## src/hw/rtl/three_stage_charge_controller_defines.svh

```systemverilog
// Assertion macros used by the charge controller top level.
`ifndef THREE_STAGE_CHARGE_CONTROLLER_DEFINES_SVH
`define THREE_STAGE_CHARGE_CONTROLLER_DEFINES_SVH

// The consequent must hold in the same cycle as the antecedent.
`define TSCC_ASSERT_SAME(label, clk, rst, ante, cons) \
   label: assert property (@(posedge clk) disable iff (rst) (ante) |-> (cons)) \
      else $error("tscc check failed");

// The consequent must hold in the cycle after the antecedent.
`define TSCC_ASSERT_NEXT(label, clk, rst, ante, cons) \
   label: assert property (@(posedge clk) disable iff (rst) (ante) |=> (cons)) \
      else $error("tscc check failed");

`endif

```

## src/hw/rtl/tscc_pkg.sv

```systemverilog
`timescale 1ns / 1ps

package tscc_pkg;

   // Field widths.
   localparam int LEVEL_WIDTH   = 16;
   localparam int TIME_WIDTH    = 32;
   localparam int MINUTES_WIDTH = 11;
   localparam int PHASE_WIDTH   = 3;
   localparam int INDEX_WIDTH   = 3;

   // Default depth of the queue between the front and back parts.
   localparam int TSCC_QUEUE_DEPTH = 2;

   // Voltage commanded when no charging takes place (0.1 V in 10 mV units).
   localparam logic [LEVEL_WIDTH-1:0] IDLE_VOLTAGE = 16'd10;
   localparam logic [TIME_WIDTH-1:0]  MS_PER_MINUTE = 32'd60000;

   // Configuration register indexes.
   typedef enum logic [INDEX_WIDTH-1:0] {
      REG_BULK_VOLTAGE      = 3'd0,
      REG_FLOAT_LEVEL       = 3'd1,
      REG_REBULK_LEVEL      = 3'd2,
      REG_CHARGE_LIMIT      = 3'd3,
      REG_DISCHARGE_LIMIT   = 3'd4,
      REG_ABSORPTION_MINUTES = 3'd5
   } reg_index_type;

   // Charge phases.
   typedef enum logic [PHASE_WIDTH-1:0] {
      PH_NO_BMS = 3'd0,
      PH_WAIT   = 3'd1,
      PH_BULK   = 3'd2,
      PH_ABSORB = 3'd3,
      PH_FLOAT  = 3'd4
   } phase_type;

   // Configuration as seen by the front and back parts.
   typedef struct packed {
      logic [LEVEL_WIDTH-1:0] bulk_voltage;
      logic [LEVEL_WIDTH-1:0] float_level;
      logic [LEVEL_WIDTH-1:0] rebulk_level;
      logic [LEVEL_WIDTH-1:0] charge_current_limit;
      logic [LEVEL_WIDTH-1:0] discharge_current_limit;
      logic [TIME_WIDTH-1:0]  absorption_ms;
   } cfg_type;

   // One classified update waiting for the back part.
   typedef struct packed {
      logic                  connected;
      logic                  reached_bulk;
      logic                  at_rebulk;
      logic [TIME_WIDTH-1:0] now_ms;
   } entry_type;

endpackage

```

## src/hw/rtl/tscc_cfg.sv

```systemverilog
`timescale 1ns / 1ps

module tscc_cfg (
   input  logic                                 clock,
   input  logic                                 reset,
   input  logic                                 csr_write,
   input  logic [tscc_pkg::INDEX_WIDTH-1:0]     csr_index,
   input  logic [tscc_pkg::LEVEL_WIDTH-1:0]     csr_data,
   output tscc_pkg::cfg_type                    cfg
);
   import tscc_pkg::*;

   cfg_type cfg_ff;

   // Register writes; the absorption time is kept in milliseconds so the
   // back part only needs a subtract and compare.
   always_ff @(posedge clock) begin
      if (reset) begin
         cfg_ff <= '0;
      end else if (csr_write) begin
         case (csr_index)
            REG_BULK_VOLTAGE:       cfg_ff.bulk_voltage <= csr_data;
            REG_FLOAT_LEVEL:        cfg_ff.float_level <= csr_data;
            REG_REBULK_LEVEL:       cfg_ff.rebulk_level <= csr_data;
            REG_CHARGE_LIMIT:       cfg_ff.charge_current_limit <= csr_data;
            REG_DISCHARGE_LIMIT:    cfg_ff.discharge_current_limit <= csr_data;
            REG_ABSORPTION_MINUTES: begin
               cfg_ff.absorption_ms <=
                  TIME_WIDTH'(csr_data[MINUTES_WIDTH-1:0]) * MS_PER_MINUTE;
            end
            default: begin
            end
         endcase
      end
   end

   assign cfg = cfg_ff;

endmodule

```

## src/hw/rtl/tscc_front.sv

```systemverilog
`timescale 1ns / 1ps

module tscc_front (
   input  tscc_pkg::cfg_type                    cfg,
   input  logic                                 req_valid,
   input  logic                                 req_bms_connected,
   input  logic [tscc_pkg::LEVEL_WIDTH-1:0]     req_battery_level,
   input  logic [tscc_pkg::TIME_WIDTH-1:0]      req_now_ms,
   input  logic                                 queue_full,
   output logic                                 req_stall,
   output logic                                 push,
   output tscc_pkg::entry_type                  push_entry
);
   import tscc_pkg::*;

   // The front part stalls only when the queue has no room.
   assign req_stall = queue_full;
   assign push      = req_valid && !queue_full;

   // Classify the battery level against the configured thresholds.
   always_comb begin
      push_entry.connected    = req_bms_connected;
      push_entry.reached_bulk = (req_battery_level >= cfg.bulk_voltage);
      push_entry.at_rebulk    = (req_battery_level <= cfg.rebulk_level);
      push_entry.now_ms       = req_now_ms;
   end

endmodule

```

## src/hw/rtl/tscc_queue.sv

```systemverilog
`timescale 1ns / 1ps

module tscc_queue #(
   parameter int Depth = tscc_pkg::TSCC_QUEUE_DEPTH
) (
   input  logic                 clock,
   input  logic                 reset,
   input  logic                 push,
   input  tscc_pkg::entry_type  push_entry,
   output logic                 full,
   input  logic                 pop,
   output logic                 head_valid,
   output tscc_pkg::entry_type  head_entry
);
   import tscc_pkg::*;

   localparam int PtrWidth   = (Depth > 1) ? $clog2(Depth) : 1;
   localparam int CountWidth = $clog2(Depth + 1);

   entry_type             slot_ff [Depth];
   logic [PtrWidth-1:0]   wr_ptr_ff, wr_ptr_in;
   logic [PtrWidth-1:0]   rd_ptr_ff, rd_ptr_in;
   logic [CountWidth-1:0] count_ff, count_in;

   // Pointer advance with wrap at the queue depth.
   always_comb begin
      wr_ptr_in = wr_ptr_ff;
      rd_ptr_in = rd_ptr_ff;
      if (push) begin
         wr_ptr_in = (wr_ptr_ff == PtrWidth'(Depth - 1)) ? '0 : wr_ptr_ff + 1'b1;
      end
      if (pop) begin
         rd_ptr_in = (rd_ptr_ff == PtrWidth'(Depth - 1)) ? '0 : rd_ptr_ff + 1'b1;
      end
   end

   // Fill count.
   always_comb begin
      case ({push, pop})
         2'b10:   count_in = count_ff + 1'b1;
         2'b01:   count_in = count_ff - 1'b1;
         default: count_in = count_ff;
      endcase
   end

   always_ff @(posedge clock) begin
      if (reset) begin
         wr_ptr_ff <= '0;
         rd_ptr_ff <= '0;
         count_ff  <= '0;
      end else begin
         wr_ptr_ff <= wr_ptr_in;
         rd_ptr_ff <= rd_ptr_in;
         count_ff  <= count_in;
      end
   end

   // Entry storage needs no reset.
   always_ff @(posedge clock) begin
      if (push) begin
         slot_ff[wr_ptr_ff] <= push_entry;
      end
   end

   assign head_valid = (count_ff != '0);
   assign full       = (count_ff == CountWidth'(Depth));
   assign head_entry = slot_ff[rd_ptr_ff];

endmodule

```

## src/hw/rtl/tscc_back.sv

```systemverilog
`timescale 1ns / 1ps

module tscc_back (
   input  logic                                 clock,
   input  logic                                 reset,
   input  tscc_pkg::cfg_type                    cfg,
   input  logic                                 head_valid,
   input  tscc_pkg::entry_type                  head_entry,
   output logic                                 pop,
   output tscc_pkg::phase_type                  phase,
   output logic                                 rsp_valid,
   input  logic                                 rsp_stall,
   output logic [tscc_pkg::LEVEL_WIDTH-1:0]     rsp_command_voltage,
   output logic [tscc_pkg::LEVEL_WIDTH-1:0]     rsp_charge_limit,
   output logic [tscc_pkg::LEVEL_WIDTH-1:0]     rsp_discharge_limit,
   output logic [tscc_pkg::PHASE_WIDTH-1:0]     rsp_charge_phase
);
   import tscc_pkg::*;

   phase_type              phase_ff, phase_in;
   phase_type              cur_phase;
   logic [TIME_WIDTH-1:0]  start_ff, start_in;
   logic [TIME_WIDTH-1:0]  elapsed;
   logic                   rsp_valid_ff, rsp_valid_in;
   logic [LEVEL_WIDTH-1:0] volt_ff, volt_in;
   logic [LEVEL_WIDTH-1:0] chg_ff, chg_in;
   logic [LEVEL_WIDTH-1:0] dis_ff, dis_in;
   logic [PHASE_WIDTH-1:0] rsp_phase_ff;
   logic                   out_free;

   // The output register takes a new result when empty or being drained.
   assign out_free = !rsp_valid_ff || !rsp_stall;
   assign pop      = head_valid && out_free;

   // A lost BMS overrides the held phase before the transition rules.
   assign cur_phase = head_entry.connected ? phase_ff : PH_NO_BMS;
   assign elapsed   = head_entry.now_ms - start_ff;

   // Next phase and absorption start time.
   always_comb begin
      phase_in = cur_phase;
      start_in = start_ff;
      case (cur_phase)
         PH_NO_BMS: begin
            if (head_entry.connected) begin
               phase_in = PH_BULK;
            end
         end
         PH_BULK: begin
            if (head_entry.reached_bulk) begin
               phase_in = PH_ABSORB;
               start_in = head_entry.now_ms;
            end
         end
         PH_ABSORB: begin
            if (elapsed >= cfg.absorption_ms) begin
               phase_in = PH_FLOAT;
            end
         end
         PH_FLOAT: begin
            if (head_entry.at_rebulk) begin
               phase_in = PH_BULK;
            end
         end
         default: begin
         end
      endcase
   end

   // Commanded values follow the phase held before the transition.
   always_comb begin
      volt_in = IDLE_VOLTAGE;
      chg_in  = '0;
      dis_in  = '0;
      case (cur_phase)
         PH_BULK, PH_ABSORB: begin
            volt_in = cfg.bulk_voltage;
            chg_in  = cfg.charge_current_limit;
            dis_in  = cfg.discharge_current_limit;
         end
         PH_FLOAT: begin
            volt_in = cfg.float_level;
            chg_in  = cfg.charge_current_limit;
            dis_in  = cfg.discharge_current_limit;
         end
         default: begin
         end
      endcase
   end

   // Output valid flag.
   always_comb begin
      rsp_valid_in = rsp_valid_ff;
      if (pop) begin
         rsp_valid_in = 1'b1;
      end else if (!rsp_stall) begin
         rsp_valid_in = 1'b0;
      end
   end

   // Control state.
   always_ff @(posedge clock) begin
      if (reset) begin
         phase_ff     <= PH_NO_BMS;
         start_ff     <= '0;
         rsp_valid_ff <= 1'b0;
      end else begin
         rsp_valid_ff <= rsp_valid_in;
         if (pop) begin
            phase_ff <= phase_in;
            start_ff <= start_in;
         end
      end
   end

   // Result payload.
   always_ff @(posedge clock) begin
      if (pop) begin
         volt_ff      <= volt_in;
         chg_ff       <= chg_in;
         dis_ff       <= dis_in;
         rsp_phase_ff <= phase_in;
      end
   end

   assign phase               = phase_ff;
   assign rsp_valid           = rsp_valid_ff;
   assign rsp_command_voltage = volt_ff;
   assign rsp_charge_limit    = chg_ff;
   assign rsp_discharge_limit = dis_ff;
   assign rsp_charge_phase    = rsp_phase_ff;

endmodule

```

## src/hw/rtl/three_stage_charge_controller.sv

```systemverilog
`timescale 1ns / 1ps
// Channel   Handshake            Payload
// req       req_valid/req_stall  bms_connected, battery_level, now_ms
// rsp       rsp_valid/rsp_stall  command_voltage, charge_limit, discharge_limit, charge_phase
// csr       csr_write            csr_index, csr_data (write only)
//
// One update per cycle sustained while rsp_stall stays low. The back part takes an update
// from the queue once it has been stored there and registers the result, so a request
// passes the queue slot and the result register before its result transfer.
// The queue (QueueDepth entries) absorbs result-side stalls; req_stall rises
// only when it is full. Reset is synchronous and clears the phase, queue, output valid
// and configuration registers; the result payload registers are not reset.

`include "three_stage_charge_controller_defines.svh"

module three_stage_charge_controller #(
   parameter int QueueDepth = tscc_pkg::TSCC_QUEUE_DEPTH
) (
   input  logic                                 clock,
   input  logic                                 reset,
   input  logic                                 req_valid,
   output logic                                 req_stall,
   input  logic                                 req_bms_connected,
   input  logic [tscc_pkg::LEVEL_WIDTH-1:0]     req_battery_level,
   input  logic [tscc_pkg::TIME_WIDTH-1:0]      req_now_ms,
   output logic                                 rsp_valid,
   input  logic                                 rsp_stall,
   output logic [tscc_pkg::LEVEL_WIDTH-1:0]     rsp_command_voltage,
   output logic [tscc_pkg::LEVEL_WIDTH-1:0]     rsp_charge_limit,
   output logic [tscc_pkg::LEVEL_WIDTH-1:0]     rsp_discharge_limit,
   output logic [tscc_pkg::PHASE_WIDTH-1:0]     rsp_charge_phase,
   input  logic                                 csr_write,
   input  logic [tscc_pkg::INDEX_WIDTH-1:0]     csr_index,
   input  logic [tscc_pkg::LEVEL_WIDTH-1:0]     csr_data
);
   import tscc_pkg::*;

   cfg_type   cfg;
   entry_type push_entry;
   entry_type head_entry;
   logic      push;
   logic      pop;
   logic      queue_full;
   logic      head_valid;
   phase_type phase;

   // Configuration registers.
   tscc_cfg u_cfg (
      .clock     (clock),
      .reset     (reset),
      .csr_write (csr_write),
      .csr_index (csr_index),
      .csr_data  (csr_data),
      .cfg       (cfg)
   );

   // Front part: accepts and classifies updates.
   tscc_front u_front (
      .cfg               (cfg),
      .req_valid         (req_valid),
      .req_bms_connected (req_bms_connected),
      .req_battery_level (req_battery_level),
      .req_now_ms        (req_now_ms),
      .queue_full        (queue_full),
      .req_stall         (req_stall),
      .push              (push),
      .push_entry        (push_entry)
   );

   // Queue between front and back.
   tscc_queue #(
      .Depth (QueueDepth)
   ) u_queue (
      .clock      (clock),
      .reset      (reset),
      .push       (push),
      .push_entry (push_entry),
      .full       (queue_full),
      .pop        (pop),
      .head_valid (head_valid),
      .head_entry (head_entry)
   );

   // Back part: phase machine and result register.
   tscc_back u_back (
      .clock               (clock),
      .reset               (reset),
      .cfg                 (cfg),
      .head_valid          (head_valid),
      .head_entry          (head_entry),
      .pop                 (pop),
      .phase               (phase),
      .rsp_valid           (rsp_valid),
      .rsp_stall           (rsp_stall),
      .rsp_command_voltage (rsp_command_voltage),
      .rsp_charge_limit    (rsp_charge_limit),
      .rsp_discharge_limit (rsp_discharge_limit),
      .rsp_charge_phase    (rsp_charge_phase)
   );

   // A disconnected update always reports the no-BMS phase.
   `TSCC_ASSERT_NEXT(a_lost_bms_phase, clock, reset,
      pop && !head_entry.connected,
      rsp_valid && rsp_charge_phase == PH_NO_BMS)

   // A disconnected update always carries the idle command.
   `TSCC_ASSERT_NEXT(a_lost_bms_idle, clock, reset,
      pop && !head_entry.connected,
      rsp_command_voltage == IDLE_VOLTAGE && rsp_charge_limit == '0
         && rsp_discharge_limit == '0)

   // Reaching the bulk voltage in bulk moves to absorption with live limits.
   `TSCC_ASSERT_NEXT(a_bulk_to_absorb, clock, reset,
      pop && head_entry.connected && phase == PH_BULK && head_entry.reached_bulk,
      phase == PH_ABSORB && rsp_charge_phase == PH_ABSORB
         && rsp_charge_limit == $past(cfg.charge_current_limit))

   // The queue is never written while it is full.
   `TSCC_ASSERT_SAME(a_no_overflow, clock, reset, queue_full, !push)

endmodule
```

## config.mk

```make
export PLATFORM = sky130hd
export DESIGN_NAME = three_stage_charge_controller
export DESIGN_NICKNAME = d
export VERILOG_FILES = /design/src/hw/rtl/tscc_pkg.sv /design/src/hw/rtl/tscc_cfg.sv /design/src/hw/rtl/tscc_front.sv /design/src/hw/rtl/tscc_queue.sv /design/src/hw/rtl/tscc_back.sv /design/src/hw/rtl/three_stage_charge_controller.sv
export VERILOG_INCLUDE_DIRS = /design/src /design/src/hw/rtl
export SDC_FILE = /design/constraint.sdc
export NUM_CORES = 1
export LEC_CHECK = 0
export BUFFER_PORTS_ARGS = -buffer_cell sky130_fd_sc_hd__buf_2
export CAP_MARGIN = 20
export CORE_MARGIN = 2
export CORE_UTILIZATION = 68
export CTS_BUF_LIST = sky130_fd_sc_hd__clkbuf_8
export CTS_CLUSTER_SIZE = 10
export DETAILED_ROUTE_END_ITERATION = 8
export PLACE_DENSITY = 0.93
export SYNTH_ARGS = -nofsm -noshare
export SYNTH_HDL_FRONTEND = slang
export SYNTH_HIERARCHICAL = 1
export SYNTH_SLANG_ARGS = --single-unit
```

## constraint.sdc

```tcl
create_clock -name clock -period 9.03 [get_ports clock]
set_input_delay 0.4515 -clock clock [delete_from_list [all_inputs] [get_ports clock]]
set_output_delay 0.4515 -clock clock [all_outputs]
set_load 0.1 [all_outputs]
```

==> results.txt, run 1 <==
----------------------------------------------------
[Worst setup path]
  Cell type group with the largest total delay on the critical path ... compound AO/OA/AOI/OAI gates
  Critical path buffers and inverters ... 1
  Arrival @ worst endpoint ... 6.08 ns
  Critical path start-end classification ... flip-flop to flip-flop
  Max stage delay cell, worst path ... sky130_fd_sc_hd__dfxtp_1
  Data required time of the worst path ... 9.50 ns
  Cells on worst reg2reg path ... 17
  List of cells traversed by the critical path ... buf_4, mux2_2, ha_1, a21o_1, a21o_1, a221o_1, a2111o_1, o21ai_1, xnor2_1, ha_1, nand4_1, nor4_1, nand4_1, o2111ai_1, a21oi_1, or3_1, a221oi_1
  Sort of element at the start of the critical path ... flip-flop
  CP max FO ... 21
  Delay of the slowest cell on the worst path ... 0.72 ns
  Flop2flop setup slack ... 3.42 ns
  Worst reg2reg path endpoint ... u_back/phase[2]
  Kind of capture point of the worst setup path ... flip-flop

[Finish]
  Count of inserted antenna diode cells ... 0
  Final standard cell area without fillers ... 17100 µm²
  Share of layout cells above drive strength 1 ... 13.9%
  Final standard cell utilization of the core ... 75.4%
  Area growth, synth to finish ... 9.13%
  # nets final ... 2020

[Clock tree]
  Maximum level of the CTS H-tree ... 2
  Inserted Clock Buffers ... 42
  Clock buffer depth ... 3
  Clock sink count ... 264
  Number of buffers added for setup after CTS ... 0
  Cts hold-fix bufs ... 0
  Number of cells upsized or downsized after cts ... 0
  Clock latency at the later pin of the worst-skew pair ... 0.59 ns
  TritonCTS clock tree ... built
  Register clock-pin slew on the reported worst setup and hold paths ... 0.07 ns
  Library cell used as clock root buffer ... sky130_fd_sc_hd__clkbuf_8

[Worst hold path]
  Class of the tightest hold or removal check ... primary input to flip-flop
  Hold Crit Start ... req_now_ms[21]
  Hold EP ... u_queue/slot_ff[1][21]
  Hold path cells ... 1

[GRT]
  Global-route wire length before repair ... 61800 µm
  Number of antenna violations at the first check in global routing ... 0
  Grt total ovfl ... 0
  Overall global routing resource usage ... 31.8%
  Number of global-route vias before repair ... 12800
  Maximum number of pins on one net before global-route repair ... 85

[Timing]
  Normalized max-slew margin ... 36.7%
  Shortest period the worst path allows ... 5.61 ns
  Number of hold violations in the final report ... 0
  Final number of setup-violating endpoints ... 0
  Slew at the pin closest to its max-slew limit ... 0.950 ns
  Fin worst setup slack ... 3.42 ns
  Final worst path period share ... 62.1%
  Setup repair after global routing missed its margin ... false
  Final-layout setup total negative slack ... 0 ns
  Worst Skew ... 0.0370 ns
  Achievable frequency ... 178 MHz
  Number of pins exceeding their max-slew limit in the final report ... 0
  Worst hold margin ... 0.0665 ns

[Routing]
  Detailed-routing iteration count for the pre-antenna-repair pass ... 7
  Via/cell ratio ... 6.17
  DRC ... 2
  Antenna viol nets, final ... 0
  Total vias in the final route ... 12700
  Post-Route WL ... 39100 µm
  Average detailed-routed wire length per instance ... 18.9 µm
  Detailed Route Iter0 Violations ... 1289

[Synthesis]
  Synthesized netlist cell count ... 1664
  Number of enable-type register cells in the synthesized netlist ... 121
  Most common flop cell mapped by yosys ... sky130_fd_sc_hd__dfxtp_1
  Cell variety after synth ... 73
  Complex-gate fraction of the synthesized area ... 13.9%
  Mean post-synth cell area ... 9.40 µm²
  Multiplexer share of the synthesized area ... 2.52%
  Adder-cell share of the synthesized area ... 17.7%
  Asr flop ratio synth ... 0%
  Combinational family with the most area after synthesis ... adder cells
  Post-synthesis share of cell area spent on xor and xnor gates ... 2.69%
  Flop and latch count out of synthesis ... 264
  Sequential element share of the synthesized area ... 41.5%
  Area fraction in and, or, nand and nor cells after synthesis ... 14.0%
  Post-Syn Area ... 15600 µm²
  Number of warning messages in the yosys log ... 6

[Outcome]
  Violations in the final reports ... DRC
  Outcome ... complete, but fails checks

[Place]
  Dpl hpwl ... 26500 µm
  PortBufs ... 125
  Final RePlAce weighted congestion ... 0.903
  Pre-CTS worst setup slack ... 3.47 ns
  DP Area ... 16200 µm²

[Flow run]
  Max-capacitance violation count ... 0

[Floorplanning]
  Total number of placement rows ... 55
  Count of boundary I/O pins ... 126
  Core ar. ... 22600 µm²
  DIE AREA ... 24200 µm²
  Vertical die dimension ... 156 µm
  Effective utilization at floorplan ... 69.1%
  Die Width ... 156 µm

[Power and ir drop]
  Power Dens Cells ... 314 nW/µm²
  Worst IR Drop VDD ... 0.000255 V
  Leakage ... 6.88 nW

----------------------------------------------------
-- Yosys cell counts (all sizes together) (5+ instances only) --
library cell | count | area share (%)
dfxtp | 143 | 18
or3 | 6 | 0.25
xnor2 | 29 | 1.6
o211ai | 5 | 0.24
a21o | 32 | 1.5
fa | 36 | 4.6
and3 | 10 | 0.41
nand3 | 22 | 0.70
nor2b | 6 | 0.24
nand2 | 298 | 7.1
mux2 | 35 | 2.5
a221oi | 5 | 0.28
a22o | 15 | 0.84
nor2 | 52 | 1.2
o21ai | 41 | 1.3
clkbuf | 56 | 1.3
o21a | 6 | 0.29
a21oi | 192 | 6.2
a31oi | 7 | 0.32
xor2 | 19 | 1.1
inv | 163 | 3.9
edfxtp | 121 | 23
buf | 50 | 2.4
nand4 | 20 | 0.80
ha | 164 | 13
nand2b | 9 | 0.36
and2 | 38 | 1.5
a211oi | 11 | 0.53
nor3 | 11 | 0.35
-- cell type report --
type,count,area [µm²]
fill,1392,5560
clock buffer,44,606
tap,285,357
sequential,264,6500
clock inverter,34,273
timing repair buffer,136,734
multi-input combinational,1139,8000
inverter,164,616
-- worst register-to-register path, delay by kind of cell, from the launching register on --
| family | cells | cell delay, ns |
|---|---|---|
| AOI/OAI and AO/OA | 8 | 2.11 |
| xor gates and xnor gates | 1 | 0.11 |
| adders and majority gates | 2 | 0.71 |
| buffers and inverters | 1 | 0.40 |
| DFF | 1 | 0.72 |
| muxes | 1 | 0.41 |
| and+or+nand+nor | 4 | 1.05 |
-- registers in the layout (all words and copies together) (netlist names), named ones only --
name / flops
u_back/rsp_command_voltage: 16
u_back/phase: 3
u_back/rsp_discharge_limit: 16
u_queue/wr_ptr_ff: 1
u_back/start_ff: 32
u_queue/slot_ff: 70
u_back/rsp_charge_limit: 16
u_queue/count_ff: 2
u_queue/rd_ptr_ff: 1
u_back/rsp_valid: 1
u_cfg/cfg: 102
u_back/rsp_charge_phase: 3
-- cells by family (layout without fill, tap and decap cells) --
| group | count (synthesis) | after routing |
|---|---|---|
| other | 1 | 10 |
| AO/OA/AOI/OAI | 355 | 355 |
| flip-flops | 264 | 264 |
| multiplexers | 35 | 35 |
| buffers and inverters | 270 | 378 |
| adder cells (fa/ha/maj) | 200 | 200 |
| XOR/XNOR | 48 | 48 |
| AND/OR/NAND/NOR | 491 | 491 |
-- how the worst max path moves through the flow --
stage	from	end	slack [ns]	depth (start not counted)
final	flip-flop	u_back/phase[2]	3.42	17
after CTS	flip-flop	u_back/phase[2]	3.44	17
after floorplan	csr_data[1]	u_cfg/cfg[25]	4.29	16
after global placement	flip-flop	u_back/phase[2]	3.66	18
after global routing	flip-flop	u_back/phase[2]	3.06	18
after detailed placement	flip-flop	u_back/phase[2]	3.47	17
-- report_power, final --
group          leakage [nW]  internal, mW  switching [mW]
logic                  4.07         0.819            1.93
clock network         0.503         0.577           0.500
registers              2.31          1.47          0.0801
total                  6.88          2.86            2.51
-- stage by stage --
stage	total power, mW	cells
floorplan	3.68	1673
global route	5.65	2066
global placement	4.11	1984
detailed placement	4.20	1986
finish	5.37	2066
CTS	5.32	2064
-- cell usage in the layout (no fill, tap or decap), types with 35 or more instances in the layout --
master                       n
sky130_fd_sc_hd__nand2_1   298
sky130_fd_sc_hd__a21oi_1   190
sky130_fd_sc_hd__mux2_2     35
sky130_fd_sc_hd__fa_1       36
sky130_fd_sc_hd__inv_1     177
sky130_fd_sc_hd__buf_2     124
sky130_fd_sc_hd__and2_1     37
sky130_fd_sc_hd__nor2_1     51
sky130_fd_sc_hd__clkbuf_8   44
sky130_fd_sc_hd__edfxtp_1  121
sky130_fd_sc_hd__ha_1      164
sky130_fd_sc_hd__dfxtp_1   143
-- layer usage --
metal	wire [µm]	GRT usage (%)	vias up
li1	-	-	5848
met1	14600	37.9	5993
met2	19200	55.3	751
met3	3490	6.11	151
met4	1730	15.8	0
met5	0	0	-
(Power assumes the default switching activity.)
==> run 2, diff against run 1 <==
Settings changed: ABC_AREA set to 1, CORE_UTILIZATION 68 to 57, PLACE_DENSITY 0.93 to 0.83.
Clock period 9.03 ns to 4.5 ns, I/O delays scaled along.
==> run 2 against run 1 <==
- sequential power is 100% higher
- critical path type unchanged
- the run now ends clean
- synthesized area is 6.9% higher
- non-clock buffer count is 51 higher
- clock skew is 0.012 ns lower
==> results.txt, run 2 <==
----------------------------------------------------
[Outcome]
  Outcome ... complete, no violations

[Finish]
  Multi-input combinational cell area ... 8370 µm² (+4.6%)
  Reg area ... 6500 µm² (about the same)
  Share of layout cells above drive strength 1 ... 16.2% (+2.3 points)
  Most common library cell in the layout ignoring fill and taps ... sky130_fd_sc_hd__inv_1
  # nets final ... 2343 (+16%)
  Area growth, synth to finish ... 12.1%
  Max reg flops ... 102 (unchanged)
  Non-filler cells, final ... 2491 (+21%)
  Commonest cells after routing, fill and taps aside ... 335 x sky130_fd_sc_hd__inv_1, 260 x sky130_fd_sc_hd__nor2_1, 258 x sky130_fd_sc_hd__nand2_1
  Layout filler cell count ... 2305 (+66%)

[Place]
  Pre-CTS worst setup slack ... 0.0396 ns (-3.43 ns)
  PortBufs ... 125 (unchanged)
  Final RePlAce weighted congestion ... 0.900 (-0.27%)
  Number of instances in the placed design ... 2366 (+19%)
  Dpl hpwl ... 27400 µm (+3.5%)

[Worst hold path]
  Class of the tightest hold or removal check ... primary input to flip-flop
  Hold Crit Start ... csr_data[4]
  Hold path cells ... 3 (+2)

[Worst setup path]
  Cells on worst reg2reg path ... 19 (+2)
  Data required time of the worst path ... 4.78 ns (-4.72 ns)
  CP max FO ... 31 (+48%)
  Kind of capture point of the worst setup path ... flip-flop
  Delay of the slowest cell on the worst path ... 0.41 ns (-0.31 ns)
  Max stage delay cell, worst path ... sky130_fd_sc_hd__ha_1
  List of cells traversed by the critical path ... buf_12, mux2_2, ha_1, nand2_1, nand2_1, a21boi_0, o21ai_0, a21oi_1, nand2_1, nand2_1, nand2_1, ha_1, nand2_1, nor2_1, nand4_1, nor2_1, nand2_1, nand3_1, nand3_1
  Arrival @ worst endpoint ... 4.42 ns (-1.66 ns)
  Sort of element at the start of the critical path ... flip-flop
  CP dominant cell by count ... sky130_fd_sc_hd__nand2_1
  Critical path start-end classification ... flip-flop to flip-flop

[Floorplanning]
  Effective utilization at floorplan ... 58.1% (-11 points)
  Count of boundary I/O pins ... 126 (unchanged)
  Core ar. ... 28800 µm² (+27%)
  Die Width ... 175 µm (+13%)
  Total number of placement rows ... 62 (+13%)
  DIE AREA ... 30700 µm² (+27%)
  Vertical die dimension ... 175 µm (+13%)

[Synthesis]
  Synthesized netlist cell count ... 1915 (+15%)
  List of most frequent post-synthesis cells ... 326 x sky130_fd_sc_hd__inv_1, 261 x sky130_fd_sc_hd__nor2_1, 258 x sky130_fd_sc_hd__nand2_1
  Most common flop cell mapped by yosys ... sky130_fd_sc_hd__dfxtp_1
  Area fraction of the dominant cell type after synthesis ... 21.7% (-1.5 points)
  Sequential element share of the synthesized area ... 38.9% (-2.7 points)
  Number of warning messages in the yosys log ... 6 (unchanged)
  Cell taking the most area after synthesis ... sky130_fd_sc_hd__edfxtp_1
  Mean post-synth cell area ... 8.73 µm² (-7.2%)
  Cell variety after synth ... 46 (-37%)
  Asr flop ratio synth ... 0% (unchanged)
  Number of enable-type register cells in the synthesized netlist ... 121 (unchanged)
  Flop and latch count out of synthesis ... 264 (unchanged)
  Most common cell in the netlist ... sky130_fd_sc_hd__inv_1
  Post-Syn Area ... 16700 µm² (+6.9%)
  Leading cell types by total area after synthesis ... sky130_fd_sc_hd__edfxtp_1 22%, sky130_fd_sc_hd__dfxtp_1 17%, sky130_fd_sc_hd__ha_1 12%, sky130_fd_sc_hd__inv_1 7.3%, sky130_fd_sc_hd__nor2_1 5.9%

[Routing]
  Average detailed-routed wire length per instance ... 15.0 µm (-20%)
  Detailed-routing iteration count for the pre-antenna-repair pass ... 5 (-2)
  Total vias in the final route ... 13000 (+1.7%)
  Antenna viol nets, final ... 0 (unchanged)
  Post-Route WL ... 37500 µm (-4.1%)
  Detailed Route Iter0 Violations ... 965 (-25%)
  DRC ... 0 (-2)
  Via/cell ratio ... 5.20 (-16%)

[Clock tree]
  Inserted Clock Buffers ... 44 (+4.8%)
  Number of buffers added for setup after CTS ... 0 (unchanged)
  Library cell used as clock root buffer ... sky130_fd_sc_hd__clkbuf_8
  Maximum level of the CTS H-tree ... 2 (unchanged)
  Clock buffer depth ... 3 (unchanged)
  Register clock-pin slew on the reported worst setup and hold paths ... 0.06 ns (about the same)
  Clock latency at the later pin of the worst-skew pair ... 0.56 ns (-0.03 ns)
  Clock sink count ... 264 (unchanged)
  TritonCTS clock tree ... built

[Timing]
  Final-layout setup total negative slack ... 0 ns (unchanged)
  Final number of setup-violating endpoints ... 0 (unchanged)
  Shortest period the worst path allows ... 4.14 ns (-1.46 ns)
  Setup repair after global routing missed its margin ... false
  Final worst path period share ... 92.1% (+30 points)
  Number of pins exceeding their max-slew limit in the final report ... 0 (unchanged)
  Worst Skew ... 0.0248 ns (-0.0122 ns)
  Worst hold margin ... 0.0817 ns (+0.0152 ns)
  Achievable frequency ... 241 MHz (+35%)
  Normalized max-slew margin ... 40.4% (+3.7 points)
  Number of hold violations in the final report ... 0 (unchanged)
  Slew at the pin closest to its max-slew limit ... 0.893 ns (-0.0565 ns)
  Fin worst setup slack ... 0.356 ns (-3.07 ns)

[Power and ir drop]
  Leakage ... 8.45 nW (+23%)
  Worst IR Drop VDD ... 0.000615 V (+140%)
  Power Dens Cells ... 623 nW/µm² (+98%)

[GRT]
  Overall global routing resource usage ... 24.4% (-7.5 points)
  Number of global-route vias before repair ... 12600 (-1.4%)
  Number of antenna violations at the first check in global routing ... 0 (unchanged)
  Grt total ovfl ... 0 (unchanged)
  Global-route wire length before repair ... 60600 µm (-1.9%)
  Maximum number of pins on one net before global-route repair ... 90 (+5.9%)

[Flow run]
  Max-capacitance violation count ... 0 (unchanged)

----------------------------------------------------
==> run 2: cell types whose count changed after synthesis, moves of 40 or more <==
cell / change
sky130_fd_sc_hd__nor2_1: +209
sky130_fd_sc_hd__a21oi_1: -72
sky130_fd_sc_hd__o21ai_0: +71
sky130_fd_sc_hd__clkbuf_1: -40
sky130_fd_sc_hd__inv_1: +163
sky130_fd_sc_hd__nand2_1: -40
==> run 2: layout make-up <==
type                            instances  area share, %
Inverter                              336           6.73
Timing Repair Buffer                  187           6.53
Sequential cell                       264           34.7
Tap cell                              384           2.56
Clock inverter                         33           1.27
Clock buffer                           49           3.60
Multi-Input combinational cell       1237           44.6
Antenna cell                            1         0.0134
==> run 2: worst paths after layout <==
path	end	slack, ns
worst max-delay path	u_back/rsp_charge_phase[1]	0.36
worst max register to register	u_back/rsp_charge_phase[1]	0.36
worst min-delay path	u_cfg/cfg[52]	0.08
worst min register to register	u_cfg/cfg[62]	0.45
==> run 2: cells by family after synthesis <==
kind of cell,share of synthesized area [%]
multiplexers,3.03
AND/OR/NAND/NOR,15.9
AO/OA/AOI/OAI,12.1
buffers and inverters,11.4
other,0.0224
XOR/XNOR,2.15
flip-flops,38.9
adder cells (fa/ha/maj),16.6
==> run 2: metal layers <==
| metal | vias up | share of wire (%) | track usage, % |
|---|---|---|---|
| li1 | 6496 | - | - |
| met1 | 6034 | 43 | 31.7 |
| met2 | 367 | 49 | 41.9 |
| met3 | 68 | 5.3 | 3.29 |
| met4 | 0 | 2.4 | 7.99 |
| met5 | - | 0 | 0 |
==> run 2: critical path: cells and delay by family (launching register included) <==
family / cells / cell delay [ns]
AO/OA/AOI/OAI: 3 / 0.78
adder cells (fa/ha/maj): 2 / 0.70
buffers and inverters: 1 / 0.23
flip-flops: 1 / 0.35
multiplexers: 1 / 0.39
AND/OR/NAND/NOR: 12 / 1.39
==> run 2: power by group <==
group	internal (mW)	switching (mW)	total (mW)
Clock	1.19	1.00	2.19
Sequential	3.00	0.128	3.13
Combinational	1.82	4.54	6.36
==> run 2: per-stage QoR <==
stage	power, mW	util, %	cell area (µm²)
global placement	9.31	60.4	17400
CTS	11.7	65.0	18700
finish	11.7	65.1	18700
detailed placement	9.44	60.4	17400
floorplan	8.24	-	16800
global route	12.5	65.1	18700
==> run 2: timing repair <==
| item | 4_1_cts | 5_1_grt |
|---|---|---|
| gates resized for setup | 0 | 0 |
| setup endpoints to repair | 0 | 0 |
| endpoints found under the hold margin | 81 | 0 |
| hold buffers | 40 | 0 |
